$ cat src/design/pp2w_pkg.sv
// shared types, codes and helpers for the point-to-window projector
package pp2w_pkg;

  localparam int CFG_IDX_W = 2;
  localparam logic [CFG_IDX_W-1:0] CFG_VP_X      = 2'd0;
  localparam logic [CFG_IDX_W-1:0] CFG_VP_Y      = 2'd1;
  localparam logic [CFG_IDX_W-1:0] CFG_VP_WIDTH  = 2'd2;
  localparam logic [CFG_IDX_W-1:0] CFG_VP_HEIGHT = 2'd3;

  localparam logic OP_LOAD    = 1'b0;
  localparam logic OP_PROJECT = 1'b1;

  typedef enum logic [9:0] {
    S_IDLE     = 10'b0000000001,
    S_RD       = 10'b0000000010,
    S_MUL      = 10'b0000000100,
    S_ACC      = 10'b0000001000,
    S_CHK      = 10'b0000010000,
    S_DIV_GO   = 10'b0000100000,
    S_DIV_WAIT = 10'b0001000000,
    S_WIN_MUL  = 10'b0010000000,
    S_WIN_ADD  = 10'b0100000000,
    S_OUT      = 10'b1000000000
  } state_t;

  typedef struct packed {
    logic       coef_wr;
    logic       pos_cap;
    logic [4:0] mac_idx;
    logic       mul;
    logic       acc;
    logic       div_start;
    logic       axis;
    logic       win_mul;
    logic       win_add;
    logic       out_load;
  } cmd_t;

  typedef struct packed {
    logic w_zero;
    logic div_done;
    logic out_free;
  } status_t;

  function automatic logic [31:0] sat32(input logic signed [63:0] v);
    logic [31:0] r;
    if (v > 64'sd2147483647) r = 32'h7fff_ffff;
    else if (v < -64'sd2147483648) r = 32'h8000_0000;
    else r = v[31:0];
    return r;
  endfunction

endpackage

$ cat src/design/pp2w_ctrl.sv
// sequencing state machine for the projector
module pp2w_ctrl import pp2w_pkg::*; (
  input  logic    clk,
  input  logic    rst,
  input  logic    in_valid,
  input  logic    in_op,
  output logic    in_stall,
  output cmd_t    cmd,
  input  status_t sts
);

  state_t     state, state_next;
  logic [4:0] idx, idx_next;
  logic       axis, axis_next;
  logic       accept;

  assign in_stall = (state != S_IDLE);
  assign accept   = in_valid && !in_stall;

  always_comb begin
    state_next = state;
    idx_next   = idx;
    axis_next  = axis;
    cmd        = '0;
    cmd.mac_idx = idx;
    cmd.axis    = axis;
    unique case (state)
      S_IDLE: begin
        if (accept) begin
          if (in_op == OP_PROJECT) begin
            cmd.pos_cap = 1'b1;
            idx_next    = '0;
            axis_next   = 1'b0;
            state_next  = S_RD;
          end else begin
            cmd.coef_wr = 1'b1;
          end
        end
      end
      S_RD:  state_next = S_MUL;
      S_MUL: begin
        cmd.mul    = 1'b1;
        state_next = S_ACC;
      end
      S_ACC: begin
        cmd.acc  = 1'b1;
        idx_next = idx + 5'd1;
        state_next = (idx == 5'd31) ? S_CHK : S_RD;
      end
      S_CHK: state_next = sts.w_zero ? S_OUT : S_DIV_GO;
      S_DIV_GO: begin
        cmd.div_start = 1'b1;
        state_next    = S_DIV_WAIT;
      end
      S_DIV_WAIT: if (sts.div_done) state_next = S_WIN_MUL;
      S_WIN_MUL: begin
        cmd.win_mul = 1'b1;
        state_next  = S_WIN_ADD;
      end
      S_WIN_ADD: begin
        cmd.win_add = 1'b1;
        axis_next   = 1'b1;
        state_next  = axis ? S_OUT : S_DIV_GO;
      end
      S_OUT: begin
        if (sts.out_free) begin
          cmd.out_load = 1'b1;
          state_next   = S_IDLE;
        end
      end
      default: state_next = S_IDLE;
    endcase
  end

  always_ff @(posedge clk) begin
    if (rst) begin
      state <= S_IDLE;
      idx   <= '0;
      axis  <= 1'b0;
    end else begin
      state <= state_next;
      idx   <= idx_next;
      axis  <= axis_next;
    end
  end

endmodule

$ cat config.mk
export PLATFORM = sky130hd
export DESIGN_NAME = pp2w_ctrl
export DESIGN_NICKNAME = d
export VERILOG_FILES = /design/src/design/pp2w_pkg.sv /design/src/design/pp2w_ctrl.sv
export SDC_FILE = /design/constraint.sdc
export NUM_CORES = 1
export LEC_CHECK = 0
export BUFFER_PORTS_ARGS = -buffer_cell sky130_fd_sc_hd__buf_2
export CORE_MARGIN = 5
export CORE_UTILIZATION = 35
export DETAILED_ROUTE_END_ITERATION = 10
export SLEW_MARGIN = 20
export SYNTH_ARGS = -nofsm -noshare
export SYNTH_HDL_FRONTEND = slang
export SYNTH_SLANG_ARGS = --single-unit
$ cat constraint.sdc
create_clock -name clk -period 3.3 [get_ports clk]
set_clock_uncertainty 0.1 [all_clocks]
set_input_delay 0.165 -clock clk [delete_from_list [all_inputs] [get_ports clk]]
set_output_delay 0.165 -clock clk [all_outputs]
set_load 0.01 [all_outputs]
==> metrics.txt <==
Leak=0.4511 nW; Synth Cell Area=roughly 930 um^2; final setup TNS=0 ns; FFs w/ async S/R, synth=0; internal cell power=0.0002774 W; Yosys cell types=38; Tcrit/Tclk final=0.6422; worst IR drop on VDD=approximately 0.19 mV; CTS max path bufs=2; total die area=0.003782 mm^2; commonest non-fill, non-tap cell in the layout=buf_2; Remaining Overflow, GRT=0; Clk pwr share=0.242; Via Count=around 880; yosys warns=0; largest family of logic cells by synthesized area=simple AND/OR/NAND/NOR gates; CP cell instances=nor2_2, nand3b_1, nor3_1, buf_2; status=complete, no violations; Design Area, Final=about 0.0011 mm^2; CP Data Required Time=just over 3 ns; Routed WL=2146 um; initial detailed-routing violation count=20; drt first pass iters=5; area delta synth->final=14.29%; Syn Nets=121; Final Hold Vio Count=0; reg-to-reg setup timing slack=around 1.5 ns; CTS hold repair buffers=0; Reg power frac=0.517; critical path class=reg2out; #FFs+latches synth=16; Final nets=about 140; Core Area=0.002500 mm^2; Tightest Pin Transition=0.5330 ns; CTS tree=built; multiplexer share of the synthesized area=0.01078; Port Buffers=21; DRC Markers=0; antenna violations before repair=0; Net Sw Frac=0.3108; Pins Over Slew Limit=0; Crit-path slowest cell=dfxtp_1; post-cts sizing count=0; fmax=around 470 MHz; WL per Instance=13.25 um; clk_lat worst skew=between 0.2 and 0.3 ns; critical path fanouts, max=10; largest net degree at the start of global routing=11; Logic pwr share=0.241; Hold Path Class=in2reg; Worst Path Arrival=1.85 ns; cell area after placement=0.001039 mm^2; vias in the first global route=830; Num Clock Sinks=16; post-layout min period=2.119 ns; ANT cells=0; layout cells sized above 1=0.2197; Final Setup Violations=0; GP Congestion=0.8231; Root Buffer=clkbuf_4; Startpoint Class=flop; number of synthesized flops with an enable pin=0; Num CTS Buffers=3; Via density=5.426; Die W=61.50 um; clock slew at reported path FFs=around 0.080 ns; first-pass GRT wire length=3657 um; Crit. End Element=output port; Max Cap Violations=0; Post-Syn Area per Cell=8.289 um^2; Die Ht=about 62 um; post-CTS setup repair buffer count=0; Synth Area in Simple Gates=0.3854; Slew HR=0.6397; Sw Pwr=approximately 0.00013 W; Site Rows=18; Cells after Synth=roughly 110; ANT nets after route=0; GR Util All Layers=0.1294; area fraction in compound gates after synthesis=0.1631; H-tree depth=1; Post-Synth XOR/XNOR Area=0.009434; initial cell density of the core=0.3714; fillers=roughly 250; register area share after synthesis=0.3450; unrepaired setup endpoints after global routing=no; DP Wirelength=around 1700 um; Adder-Cell Fraction of Synth Area=0.02695; power per cell area=379.4 mW/mm^2; prevailing post-synth register cell=dfxtp_1; most frequent cells in the layout=buf_2 (21), dfxtp_1 (16), nor2_1 (8), a21oi_1 (7); I/O pins=22; Critical Path Max Stage Delay=0.37 ns
-- worst max-delay path, delay by kind of cell (launching register included) --
kind / cells / cell delay, ns
AND/OR/NAND/NOR: 3 / 1.03
flip-flops: 1 / 0.37
buffers and inverters: 1 / 0.18
-- cell usage after synthesis (2+ instances only) --
library cell	number	area (um^2)
or3_1	4	25.02
a21oi_1	7	35.03
nand3b_1	4	30.03
nor2_1	8	30.03
nor4_1	2	12.51
nor3_1	6	30.03
buf_4	2	15.01
and3_1	3	18.77
o21ai_0	6	30.03
nor2b_1	3	18.77
nand4_1	4	25.02
nand2b_1	4	25.02
ha_1	2	25.02
nand2_1	6	22.52
inv_1	6	22.52
nand3_1	6	30.03
dfxtp_1	16	320.3
o32a_1	2	20.02
nor4b_1	2	17.52
-- metal layers --
layer,GRT usage,routed length [um],share of wire
met2,0.2018,967,0.45
met4,0.05455,38,0.018
met5,0,0,0
met3,0.01887,113,0.053
met1,0.1771,1027,0.48
-- cell families after synthesis --
logic type | count (synthesis)
and+or+nand+nor | 59
muxes | 1
buffers and inverters | 10
adders and majority gates | 2
AOI/OAI and AO/OA | 23
DFF | 16
xor gates and xnor gates | 1
-- through the flow --
stage          std cells  total power [W]  hold slack, ns    util  setup WS [ns]
2_1_floorplan        112        0.0002809          0.2095       -          1.630
3_3_place_gp         159        0.0003113          0.3249  0.4154          1.476
3_5_place_dp         159        0.0003093          0.3368  0.4154          1.488
4_1_cts              162        0.0004088         0.03562  0.4244          1.168
5_1_grt              162        0.0004325         0.05113  0.4244         0.9899
6_report             162        0.0004026         0.04761  0.4244          1.181
-- registers in the layout, summed over array words and instances (netlist names) --
register	flops
state	10
idx	5
axis	1
-- final timing paths --
kind	end	startpoint	cells after the start
max	cmd[2]	state[1]	4
min	state[7]	sts[1]	3
max reg2reg	idx[3]	state[4]	4
min reg2reg	idx[4]	idx[4]	2
-- power groups by stage --
stage	combinational, W	sequential (W)	clock (W)
finish	0.0000969	0.000208	0.0000974
global route	0.000110	0.000210	0.000113
CTS	0.0000971	0.000208	0.000103
detailed placement	0.0000967	0.000213	0
global placement	0.0000992	0.000212	0
floorplan	0.0000700	0.000211	0
-- final cells by class --
| class | instances | area, um^2 | area share |
|---|---|---|---|
| Tap cell | 30 | 37.54 | 0.03538 |
| Timing Repair Buffer | 21 | 105.1 | 0.09906 |
| Sequential cell | 16 | 320.3 | 0.3019 |
| Inverter | 6 | 22.52 | 0.02123 |
| Clock buffer | 3 | 22.52 | 0.02123 |
| Multi-Input combinational cell | 86 | 553.0 | 0.5212 |
Power figures use the tool's default switching activity.
